### config.mk
export PLATFORM = sky130hd
export DESIGN_NAME = run_column_linker_flat
export DESIGN_NICKNAME = d
export VERILOG_FILES = /design/src/rtl/rcl_pkg.sv /design/src/rtl/rcl_in_if.sv /design/src/rtl/rcl_out_if.sv /design/src/rtl/rcl_ctrl.sv /design/src/rtl/rcl_dp.sv /design/src/rtl/run_column_linker.sv /design/src/flat_wrapper.sv
export SDC_FILE = /design/constraint.sdc
export NUM_CORES = 2
export LEC_CHECK = 0
export BUFFER_PORTS_ARGS = -buffer_cell sky130_fd_sc_hd__buf_2
export CELL_PAD_IN_SITES_DETAIL_PLACEMENT = 0
export CELL_PAD_IN_SITES_GLOBAL_PLACEMENT = 1
export CORE_UTILIZATION = 40
export CTS_CLUSTER_DIAMETER = 150
export DETAILED_ROUTE_END_ITERATION = 8
export PLACE_DENSITY = 0.62
export RECOVER_POWER = 50
export SYNTH_ARGS = -nofsm -noshare
export SYNTH_HDL_FRONTEND = slang
export SYNTH_SLANG_ARGS = --single-unit
### constraint.sdc
create_clock -name i_clk -period 6.8 [get_ports i_clk]
set_input_delay 1.02 -clock i_clk [delete_from_list [all_inputs] [get_ports i_clk]]
set_output_delay 1.02 -clock i_clk [all_outputs]
set_load 0.01 [all_outputs]
### src/rtl/rcl_pkg.sv
package rcl_pkg;

    localparam int MAX_RUNS_DEF   = 32;
    localparam int COORD_BITS_DEF = 10;
    localparam int CNT_W          = 6;
    localparam int IDX_OUT_W      = 5;
    localparam logic [CNT_W-1:0] CNT_MAX = 6'd63;

    typedef enum logic [1:0] {
        ACT_RUN   = 2'd0,
        ACT_EOC   = 2'd1,
        ACT_FLUSH = 2'd2,
        ACT_NONE  = 2'd3
    } t_action;

    typedef enum logic [2:0] {
        TAG_PLAIN    = 3'd0,
        TAG_SEPARATE = 3'd1,
        TAG_BEGIN    = 3'd2,
        TAG_END      = 3'd3,
        TAG_SPLIT    = 3'd4,
        TAG_JOIN     = 3'd5,
        TAG_BOTH     = 3'd6
    } t_tag;

    typedef enum logic [2:0] {
        ST_IDLE,
        ST_DROP,
        ST_WALK_RD,
        ST_WALK_EV,
        ST_CUR_WR,
        ST_REP_RD,
        ST_REP_EV,
        ST_REP_END
    } t_state;

    typedef struct packed {
        logic load;
        logic walk_rd;
        logic link;
        logic walk_inc;
        logic cur_wr;
        logic drop;
        logic rep_rd;
        logic rep_emit;
        logic col_end;
        logic flush;
    } t_cmd;

    typedef struct packed {
        t_action act;
        logic    cur_full;
        logic    walk_more;
        logic    ev_above;
        logic    ev_below;
        logic    ev_pe_lt;
        logic    ev_pe_eq;
        logic    rep_more;
        logic    slot_free;
    } t_status;

    function automatic t_tag tag_of(input logic [CNT_W-1:0] p, input logic [CNT_W-1:0] s);
        t_tag t;
        if (p == '0 && s == '0)       t = TAG_SEPARATE;
        else if (p == '0 && s == 6'd1) t = TAG_BEGIN;
        else if (p == 6'd1 && s == '0) t = TAG_END;
        else if (p > 6'd1)             t = (s > 6'd1) ? TAG_BOTH : TAG_JOIN;
        else if (s > 6'd1)             t = TAG_SPLIT;
        else                           t = TAG_PLAIN;
        return t;
    endfunction

endpackage

### src/rtl/rcl_in_if.sv
interface rcl_in_if #(
    parameter int COORD_BITS = rcl_pkg::COORD_BITS_DEF
);
    logic                  valid;
    logic                  ready;
    logic [1:0]            action;
    logic [COORD_BITS-1:0] run_start;
    logic [COORD_BITS-1:0] run_end;

    modport source (output valid, action, run_start, run_end, input ready);
    modport sink   (input valid, action, run_start, run_end, output ready);
endinterface

### src/rtl/rcl_out_if.sv
interface rcl_out_if;
    logic       valid;
    logic       ready;
    logic       report_kind;
    logic [4:0] run_index;
    logic [5:0] link_count;
    logic       has_link;
    logic [4:0] first_link;
    logic [2:0] run_tag;
    logic       run_dropped;
    logic       last_result;

    modport source (output valid, report_kind, run_index, link_count, has_link, first_link,
                    run_tag, run_dropped, last_result, input ready);
    modport sink   (input valid, report_kind, run_index, link_count, has_link, first_link,
                    run_tag, run_dropped, last_result, output ready);
endinterface

### src/rtl/rcl_ctrl.sv
module rcl_ctrl (
    input  logic             i_clk,
    input  logic             i_rst_n,
    input  logic             i_in_valid,
    output logic             o_in_ready,
    input  rcl_pkg::t_status i_status,
    output rcl_pkg::t_cmd    o_cmd
);
    import rcl_pkg::*;

    t_state r_state, n_state;

    always_ff @(posedge i_clk) begin
        if (!i_rst_n) r_state <= ST_IDLE;
        else          r_state <= n_state;
    end

    always_comb begin
        n_state    = r_state;
        o_cmd      = '0;
        o_in_ready = 1'b0;
        unique case (r_state)
            ST_IDLE: begin
                o_in_ready = 1'b1;
                if (i_in_valid) begin
                    o_cmd.load = 1'b1;
                    n_state = ST_IDLE;
                end
            end
            ST_DROP: begin
                if (i_status.slot_free) begin
                    o_cmd.drop = 1'b1;
                    n_state = ST_IDLE;
                end
            end
            ST_WALK_RD: begin
                if (i_status.walk_more) begin
                    o_cmd.walk_rd = 1'b1;
                    n_state = ST_WALK_EV;
                end else begin
                    n_state = ST_CUR_WR;
                end
            end
            ST_WALK_EV: begin
                if (i_status.ev_above) begin
                    n_state = ST_CUR_WR;
                end else if (i_status.ev_below) begin
                    o_cmd.walk_inc = 1'b1;
                    n_state = ST_WALK_RD;
                end else begin
                    o_cmd.link = 1'b1;
                    if (i_status.ev_pe_lt) begin
                        o_cmd.walk_inc = 1'b1;
                        n_state = ST_WALK_RD;
                    end else begin
                        o_cmd.walk_inc = i_status.ev_pe_eq;
                        n_state = ST_CUR_WR;
                    end
                end
            end
            ST_CUR_WR: begin
                if (i_status.slot_free) begin
                    o_cmd.cur_wr = 1'b1;
                    n_state = ST_IDLE;
                end
            end
            ST_REP_RD: begin
                if (i_status.rep_more) begin
                    o_cmd.rep_rd = 1'b1;
                    n_state = ST_REP_EV;
                end else begin
                    n_state = ST_REP_END;
                end
            end
            ST_REP_EV: begin
                if (i_status.slot_free) begin
                    o_cmd.rep_emit = 1'b1;
                    n_state = ST_REP_RD;
                end
            end
            ST_REP_END: begin
                if (i_status.act == ACT_EOC) o_cmd.col_end = 1'b1;
                else                         o_cmd.flush = 1'b1;
                n_state = ST_IDLE;
            end
            default: n_state = ST_IDLE;
        endcase
        // dispatch on the action of the beat taken this cycle
        if (r_state == ST_IDLE && i_in_valid) begin
            unique case (i_status.act) inside
                ACT_RUN:             n_state = i_status.cur_full ? ST_DROP : ST_WALK_RD;
                ACT_EOC, ACT_FLUSH:  n_state = ST_REP_RD;
                default:             n_state = ST_IDLE;
            endcase
        end
    end

endmodule

### src/rtl/rcl_dp.sv
module rcl_dp #(
    parameter int MAX_RUNS   = rcl_pkg::MAX_RUNS_DEF,
    parameter int COORD_BITS = rcl_pkg::COORD_BITS_DEF
) (
    input  logic             i_clk,
    input  logic             i_rst_n,
    input  logic [1:0]       i_action,
    input  logic [COORD_BITS-1:0] i_run_start,
    input  logic [COORD_BITS-1:0] i_run_end,
    input  rcl_pkg::t_cmd    i_cmd,
    output rcl_pkg::t_status o_status,
    rcl_out_if.source        o_out
);
    import rcl_pkg::*;

    localparam int IDX_W = $clog2(MAX_RUNS);
    localparam int CW    = $clog2(MAX_RUNS + 1);
    localparam int AW    = IDX_W + 1;
    localparam int DEPTH = 1 << AW;
    // entry layout: start, end, pred, succ, first succ
    localparam int F_LO  = 0;
    localparam int S_LO  = IDX_W;
    localparam int P_LO  = IDX_W + CNT_W;
    localparam int E_LO  = IDX_W + 2 * CNT_W;
    localparam int B_LO  = E_LO + COORD_BITS;
    localparam int ENT_W = B_LO + COORD_BITS;

    logic [ENT_W-1:0] mem [DEPTH];
    logic [ENT_W-1:0] r_rdata;

    t_action               r_act;
    logic [COORD_BITS-1:0] r_cs, r_ce;
    logic [CNT_W-1:0]      r_preds;
    logic [IDX_W-1:0]      r_first_pred;
    logic [CW-1:0]         r_walk, r_rep, r_prev_cnt, r_cur_cnt;
    logic                  r_bank;

    logic [COORD_BITS-1:0] rd_start, rd_end;
    logic [CNT_W-1:0]      rd_pred, rd_succ, n_succ;
    logic [IDX_W-1:0]      rd_first, n_first, walk_idx, rep_idx, cur_idx;
    logic [COORD_BITS:0]   ce_p1, pe_p1;
    logic                  wr_en, rd_en;
    logic [AW-1:0]         wr_addr, rd_addr;
    logic [ENT_W-1:0]      wr_data;

    assign rd_start = r_rdata[B_LO +: COORD_BITS];
    assign rd_end   = r_rdata[E_LO +: COORD_BITS];
    assign rd_pred  = r_rdata[P_LO +: CNT_W];
    assign rd_succ  = r_rdata[S_LO +: CNT_W];
    assign rd_first = r_rdata[F_LO +: IDX_W];
    assign walk_idx = r_walk[IDX_W-1:0];
    assign rep_idx  = r_rep[IDX_W-1:0];
    assign cur_idx  = r_cur_cnt[IDX_W-1:0];
    assign ce_p1    = {1'b0, r_ce} + 1'b1;
    assign pe_p1    = {1'b0, rd_end} + 1'b1;
    assign n_succ   = (rd_succ < CNT_MAX) ? rd_succ + 1'b1 : rd_succ;
    assign n_first  = (rd_succ == '0) ? cur_idx : rd_first;

    always_comb begin
        o_status.act       = (i_cmd.load) ? t_action'(i_action) : r_act;
        o_status.cur_full  = (r_cur_cnt == CW'(MAX_RUNS));
        o_status.walk_more = (r_walk < r_prev_cnt);
        o_status.ev_above  = ({1'b0, rd_start} > ce_p1);
        o_status.ev_below  = (pe_p1 < {1'b0, r_cs});
        o_status.ev_pe_lt  = (rd_end < r_ce);
        o_status.ev_pe_eq  = (rd_end == r_ce);
        o_status.rep_more  = (r_rep < r_prev_cnt);
        o_status.slot_free = !o_out.valid || o_out.ready;
    end

    always_comb begin
        rd_en   = i_cmd.walk_rd || i_cmd.rep_rd;
        rd_addr = i_cmd.walk_rd ? {r_bank, walk_idx} : {r_bank, rep_idx};
        wr_en   = i_cmd.link || i_cmd.cur_wr;
        if (i_cmd.link) begin
            wr_addr = {r_bank, walk_idx};
            wr_data = {rd_start, rd_end, rd_pred, n_succ, n_first};
        end else begin
            wr_addr = {~r_bank, cur_idx};
            wr_data = {r_cs, r_ce, r_preds, {CNT_W{1'b0}}, {IDX_W{1'b0}}};
        end
    end

    always_ff @(posedge i_clk) begin
        if (wr_en) mem[wr_addr] <= wr_data;
        if (rd_en) r_rdata <= mem[rd_addr];
    end

    always_ff @(posedge i_clk) begin
        if (i_cmd.load) begin
            r_act <= t_action'(i_action);
            r_cs  <= i_run_start;
            r_ce  <= i_run_end;
        end
        if (i_cmd.load) begin
            r_preds      <= '0;
            r_first_pred <= '0;
        end else if (i_cmd.link) begin
            if (r_preds == '0)     r_first_pred <= walk_idx;
            if (r_preds < CNT_MAX) r_preds <= r_preds + 1'b1;
        end
    end

    always_ff @(posedge i_clk) begin
        if (!i_rst_n) begin
            r_walk     <= '0;
            r_rep      <= '0;
            r_prev_cnt <= '0;
            r_cur_cnt  <= '0;
            r_bank     <= 1'b0;
        end else begin
            if (i_cmd.load)          r_rep <= '0;
            else if (i_cmd.rep_emit) r_rep <= r_rep + 1'b1;
            if (i_cmd.walk_inc)      r_walk <= r_walk + 1'b1;
            if (i_cmd.cur_wr)        r_cur_cnt <= r_cur_cnt + 1'b1;
            if (i_cmd.col_end) begin
                r_bank     <= ~r_bank;
                r_prev_cnt <= r_cur_cnt;
                r_cur_cnt  <= '0;
                r_walk     <= '0;
            end else if (i_cmd.flush) begin
                r_prev_cnt <= '0;
                r_cur_cnt  <= '0;
                r_walk     <= '0;
            end
        end
    end

    // result register
    logic [IDX_W+IDX_OUT_W-1:0] cur_ext, fp_ext, rep_ext, fs_ext;
    logic [CNT_W-1:0]           n_cnt;
    logic [IDX_OUT_W-1:0]       n_idx, n_fl;

    always_comb begin
        cur_ext = {{IDX_OUT_W{1'b0}}, cur_idx};
        fp_ext  = {{IDX_OUT_W{1'b0}}, r_first_pred};
        rep_ext = {{IDX_OUT_W{1'b0}}, rep_idx};
        fs_ext  = {{IDX_OUT_W{1'b0}}, rd_first};
        if (i_cmd.rep_emit) begin
            n_cnt = rd_succ;
            n_idx = rep_ext[IDX_OUT_W-1:0];
            n_fl  = fs_ext[IDX_OUT_W-1:0];
        end else begin
            n_cnt = r_preds;
            n_idx = cur_ext[IDX_OUT_W-1:0];
            n_fl  = fp_ext[IDX_OUT_W-1:0];
        end
    end

    always_ff @(posedge i_clk) begin
        if (!i_rst_n) begin
            o_out.valid <= 1'b0;
        end else if (i_cmd.drop || i_cmd.cur_wr || i_cmd.rep_emit) begin
            o_out.valid <= 1'b1;
        end else if (o_out.ready) begin
            o_out.valid <= 1'b0;
        end
    end

    always_ff @(posedge i_clk) begin
        if (i_cmd.drop) begin
            o_out.report_kind <= 1'b0;
            o_out.run_index   <= '0;
            o_out.link_count  <= '0;
            o_out.has_link    <= 1'b0;
            o_out.first_link  <= '0;
            o_out.run_tag     <= TAG_PLAIN;
            o_out.run_dropped <= 1'b1;
            o_out.last_result <= 1'b1;
        end else if (i_cmd.cur_wr || i_cmd.rep_emit) begin
            o_out.report_kind <= i_cmd.rep_emit;
            o_out.run_index   <= n_idx;
            o_out.link_count  <= n_cnt;
            o_out.has_link    <= (n_cnt != '0);
            o_out.first_link  <= (n_cnt != '0) ? n_fl : '0;
            o_out.run_tag     <= i_cmd.rep_emit ? tag_of(rd_pred, rd_succ) : TAG_PLAIN;
            o_out.run_dropped <= 1'b0;
            o_out.last_result <= i_cmd.rep_emit ? (r_rep + 1'b1 == r_prev_cnt) : 1'b1;
        end
    end

endmodule

### src/rtl/run_column_linker.sv
// a run beat walks the previous runs in order, reading then comparing each, and its report
//   is registered when the current run is written; a run on a full column is dropped
// input is taken only in idle, so a run holds the input until it is written or dropped;
//   end of column or flush reads and reports each previous run in turn, then ends the
//   column or clears it; output stalls hold the block
// reset: synchronous active low, clears state, counts, bank select and output valid
module run_column_linker #(
    parameter int MAX_RUNS   = rcl_pkg::MAX_RUNS_DEF,
    parameter int COORD_BITS = rcl_pkg::COORD_BITS_DEF
) (
    input  logic      i_clk,
    input  logic      i_rst_n,
    rcl_in_if.sink    i_in,
    rcl_out_if.source o_out
);
    import rcl_pkg::*;

    t_cmd    cmd;
    t_status status;

    rcl_ctrl u_ctrl (
        .i_clk      (i_clk),
        .i_rst_n    (i_rst_n),
        .i_in_valid (i_in.valid),
        .o_in_ready (i_in.ready),
        .i_status   (status),
        .o_cmd      (cmd)
    );

    rcl_dp #(
        .MAX_RUNS   (MAX_RUNS),
        .COORD_BITS (COORD_BITS)
    ) u_dp (
        .i_clk       (i_clk),
        .i_rst_n     (i_rst_n),
        .i_action    (i_in.action),
        .i_run_start (i_in.run_start),
        .i_run_end   (i_in.run_end),
        .i_cmd       (cmd),
        .o_status    (status),
        .o_out       (o_out)
    );

    a_has_link: assert property (@(posedge i_clk) disable iff (!i_rst_n)
        o_out.valid |-> (o_out.has_link == (o_out.link_count != 6'd0)))
        else $error("has_link disagrees with link_count");

    a_first_zero: assert property (@(posedge i_clk) disable iff (!i_rst_n)
        o_out.valid && !o_out.has_link |-> o_out.first_link == 5'd0)
        else $error("first_link set without link");

    a_cur_report: assert property (@(posedge i_clk) disable iff (!i_rst_n)
        o_out.valid && !o_out.report_kind |-> o_out.run_tag == TAG_PLAIN && o_out.last_result)
        else $error("bad current run report");

    a_drop: assert property (@(posedge i_clk) disable iff (!i_rst_n)
        o_out.valid && o_out.run_dropped |-> !o_out.report_kind && o_out.link_count == 6'd0)
        else $error("dropped report carries data");

endmodule

### src/flat_wrapper.sv
// flat-port wrapper written by rule: the top's interface ports become plain ports
module run_column_linker_flat import rcl_pkg::*;
#(
    parameter int MAX_RUNS   = rcl_pkg::MAX_RUNS_DEF,
    parameter int COORD_BITS = rcl_pkg::COORD_BITS_DEF
)
  (i_clk, i_rst_n, i_in_valid, i_in_action, i_in_run_start, i_in_run_end, i_in_ready, o_out_valid, o_out_report_kind, o_out_run_index, o_out_link_count, o_out_has_link, o_out_first_link, o_out_run_tag, o_out_run_dropped, o_out_last_result, o_out_ready);
  rcl_in_if #(.COORD_BITS(COORD_BITS)) i_in_i ();
  rcl_out_if o_out_i ();
  input  logic i_clk;
  input  logic i_rst_n;
  input wire logic [$bits(i_in_i.valid)-1:0] i_in_valid;
  input wire logic [$bits(i_in_i.action)-1:0] i_in_action;
  input wire logic [$bits(i_in_i.run_start)-1:0] i_in_run_start;
  input wire logic [$bits(i_in_i.run_end)-1:0] i_in_run_end;
  output wire logic [$bits(i_in_i.ready)-1:0] i_in_ready;
  output wire logic [$bits(o_out_i.valid)-1:0] o_out_valid;
  output wire logic [$bits(o_out_i.report_kind)-1:0] o_out_report_kind;
  output wire logic [$bits(o_out_i.run_index)-1:0] o_out_run_index;
  output wire logic [$bits(o_out_i.link_count)-1:0] o_out_link_count;
  output wire logic [$bits(o_out_i.has_link)-1:0] o_out_has_link;
  output wire logic [$bits(o_out_i.first_link)-1:0] o_out_first_link;
  output wire logic [$bits(o_out_i.run_tag)-1:0] o_out_run_tag;
  output wire logic [$bits(o_out_i.run_dropped)-1:0] o_out_run_dropped;
  output wire logic [$bits(o_out_i.last_result)-1:0] o_out_last_result;
  input wire logic [$bits(o_out_i.ready)-1:0] o_out_ready;
  assign i_in_i.valid = i_in_valid;
  assign i_in_i.action = i_in_action;
  assign i_in_i.run_start = i_in_run_start;
  assign i_in_i.run_end = i_in_run_end;
  assign i_in_ready = i_in_i.ready;
  assign o_out_valid = o_out_i.valid;
  assign o_out_report_kind = o_out_i.report_kind;
  assign o_out_run_index = o_out_i.run_index;
  assign o_out_link_count = o_out_i.link_count;
  assign o_out_has_link = o_out_i.has_link;
  assign o_out_first_link = o_out_i.first_link;
  assign o_out_run_tag = o_out_i.run_tag;
  assign o_out_run_dropped = o_out_i.run_dropped;
  assign o_out_last_result = o_out_i.last_result;
  assign o_out_i.ready = o_out_ready;
  run_column_linker #(.MAX_RUNS(MAX_RUNS), .COORD_BITS(COORD_BITS)) u_core (.i_clk(i_clk), .i_rst_n(i_rst_n), .i_in(i_in_i), .o_out(o_out_i));
endmodule
==> qor.txt <==
Outcome - complete, but fails checks
Failing checks - max-capacitance violations, max-slew violations
Sequential cell area fraction in the yosys report - 74.5%
Die X - 501 um
Final setup TNS - 0 ns
First-pass GRT wire length - 478000 um
CTS tree - done
Final period util - 93.7%
Most frequent cell after synthesis - edfxtp_1
Yosys reg bits - 2490
I/O Buffers - 50
Distinct cells, synth - 78
Power per Cell Area - 294 nW/um^2
Crit Path Max Fanout - 40
Post-DP HPWL - 214000 um
RePlAce Congestion - 0.878
RSZ-0062 raised after global routing - no
Biggest area consumer among synthesized cells - edfxtp_1
Area growth from synthesis to layout - 14.6%
Postcts setup bufs - 0
Post-route ant nets - 0
Ys Warns - 0
LEAKAGE - 0.0394 uW
Num rows - 182
Ranking of synthesized cells by area - edfxtp_1 (73%), nand2_1 (6.0%), mux2i_1 (3.7%)
Worst-margin pin slew - 4.08 ns
Post-synthesis async set-or-reset flop share - 0%
Initial Util - 40.3%
Worst Path Arrival - 7.03 ns
Avg WL per Cell - 31.6 um
Via/cell ratio - 5.87
Clk_lat worst skew - 0.95 ns
CTS Buffer Depth - 4
Highest Clock Rate - 157 MHz
VDD IR-drop max - 0.000164 V
GR peak layer - met2
Io pins - 51
Critical Path Start Type - register
Post-cts resize count - 0
GR met3 Demand/Resource - 5.28%
Hold crit path type - in2reg
Setup WS pre-CTS - 0.765 ns
Crit Path Category - reg2reg
Met1 Use GR - 39.0%
Grt ovf - 0
Tmin final - 6.37 ns
Worst relative slew slack - -172%
Antenna violations before repair - 27
First-pass iteration count of the detailed router - 5
Die area - 251000 um^2
Syn Nets - 7206
Overall Global Routing Usage - 27.0%
Die height - 501 um
Total CTS buffers - 282
Mean Syn Cell Area - 14.0 um^2
Core ar. - 247000 um^2
Largest net degree at the start of global routing - 113
H-tree depth - 5
First DRT Iteration DRCs - 8798
Fill cell count - 21740
Top cell type's share of synthesized area - 73.2%
Total Wirelength - 343000 um
Detailed-route via count - 63800
Post-CTS Hold Fix Bufs - 0
CTS root buffer - clkbuf_16
Vias in the first global route - 60498
Final setup violating endpoints - 0
Required time of the worst setup path - 7.45 ns
Netlist Area Pre-Place - 99500 um^2
Synth top cells by count - edfxtp_1 (2425), nand2_1 (1586), nand3_1 (472), a21oi_1 (464), mux2i_1 (367)
Critical Path Sink Type - register
GRT met2 Usage - 41.1%
EDFF count, synth - 2425
Clock transition at path regs - 0.06 ns
MaxCap Viol Count - 44
Layout cells sized above 1 - 10.9%
Final setup margin - 0.427 ns
Predominant post-synthesis flop cell - edfxtp_1
Number of nets in the final layout - 7446
Slew Limit Fails - 1510
Fin. Hold Viols - 0
Post-Syn Instances - 7125
Clk_skew - 0.0534 ns
Drt drc - 0
Sink Count - 2490
worst paths after layout:
check | start | end | slack, ns | cells after the start
min | i_in_run_end[7] | u_core.u_dp.r_ce[7]$_DFFE_PP_ | 0.27 | 1
max reg2reg | u_core.u_dp.r_rdata[24]$_DFFE_PP_ | u_core.u_dp.mem[21][34]$_DFFE_PP_ | 0.43 | 12
min reg2reg | u_core.u_dp.o_out.has_link$_SDFFE_PP0P_ | u_core.u_dp.o_out.has_link$_SDFFE_PP0P_ | 0.48 | 2
max | u_core.u_dp.r_rdata[24]$_DFFE_PP_ | u_core.u_dp.mem[21][34]$_DFFE_PP_ | 0.43 | 12
cells by family after synthesis:
logic type      count (synthesis)  synth area share, %
xor+xnor                       36                0.317
mux                           388                 4.08
buf+inv                       510                 2.28
fa+ha+maj                      55                0.692
flops                        2490                 74.5
simple gates                 2531                 11.0
compound gates               1115                 7.18
per-stage QoR:
| stage | total power [uW] | cells | hold slack [ns] | utilization [%] | cell area, um^2 |
|---|---|---|---|---|---|
| floorplan | 18700 | 7125 | 0.456 | - | 99500 |
| global placement | 19500 | 10393 | 0.437 | 43.1 | 106000 |
| detailed placement | 19600 | 10393 | 0.464 | 43.1 | 106000 |
| CTS | 33800 | 10869 | 0.205 | 46.5 | 115000 |
| global route | 34400 | 10870 | 0.241 | 46.2 | 114000 |
| finish | 33600 | 10877 | 0.273 | 46.3 | 114000 |
worst max-delay path, cell delays in order (launching register included):
cell	delay (ns)
edfxtp_1	0.78
and3_1	0.29
nand3_1	0.10
xnor2_1	0.15
ha_1	0.32
and4_1	0.21
a21oi_1	0.16
o221ai_1	0.18
o2111ai_1	0.38
inv_1	0.41
buf_4	0.39
o21ai_1	1.92
buf_4	0.70
sequential cells by signal, summed over array words and instances (netlist names), 10 cells and up:
register             count
u_core.u_dp.mem       2368
u_core.u_dp.r_rdata     37
u_core.u_dp.r_ce        10
u_core.u_dp.r_cs        10
metal layers:
metal  routed length [um]  part of all wire (%)  vias to the layer above
met2               154000                    45                     3077
met4                10600                   3.1                        8
li1                     -                     -                    27449
met1               147000                    43                    32784
met3                31900                   9.3                      482
met5                   52                 0.015                        -
final cells by class:
cell class / instances / area [um^2] / area share [%]
flip-flops and latches: 2490 / 74100 / 65.0
clock inverters: 119 / 925 / 0.811
well taps: 3312 / 4140 / 3.63
diodes: 8 / 20.0 / 0.0176
inverters: 69 / 259 / 0.227
clock buffers: 357 / 7540 / 6.61
multi-input cells: 4125 / 23800 / 20.9
repair buffers: 397 / 3270 / 2.87
cells in the final DEF (no fill, tap or decap), types with 23 or more instances in the layout:
cell type,instances
nor4_1,27
ha_1,55
nand3_1,472
xnor2_1,23
dfxtp_1,65
mux2i_1,360
a221oi_1,48
o21ai_0,68
buf_4,252
clkinv_1,61
o22ai_1,96
clkbuf_16,291
o211ai_1,37
edfxtp_1,2425
a21oi_1,458
a311oi_1,29
a22oi_1,50
inv_1,69
clkinv_2,29
clkbuf_2,27
nand2_1,1582
a31oi_1,59
clkbuf_1,114
nand4_1,120
buf_12,47
nor3_1,46
a32oi_1,33
a211oi_1,59
o221ai_1,50
nor2_1,106
nor2_4,50
where the power goes:
group	leakage, uW	switching [uW]	internal [uW]
clock network	0.00412	6010	8330
registers	0.0242	97.1	17400
logic	0.0110	1390	350
(Power assumes the default switching activity.)
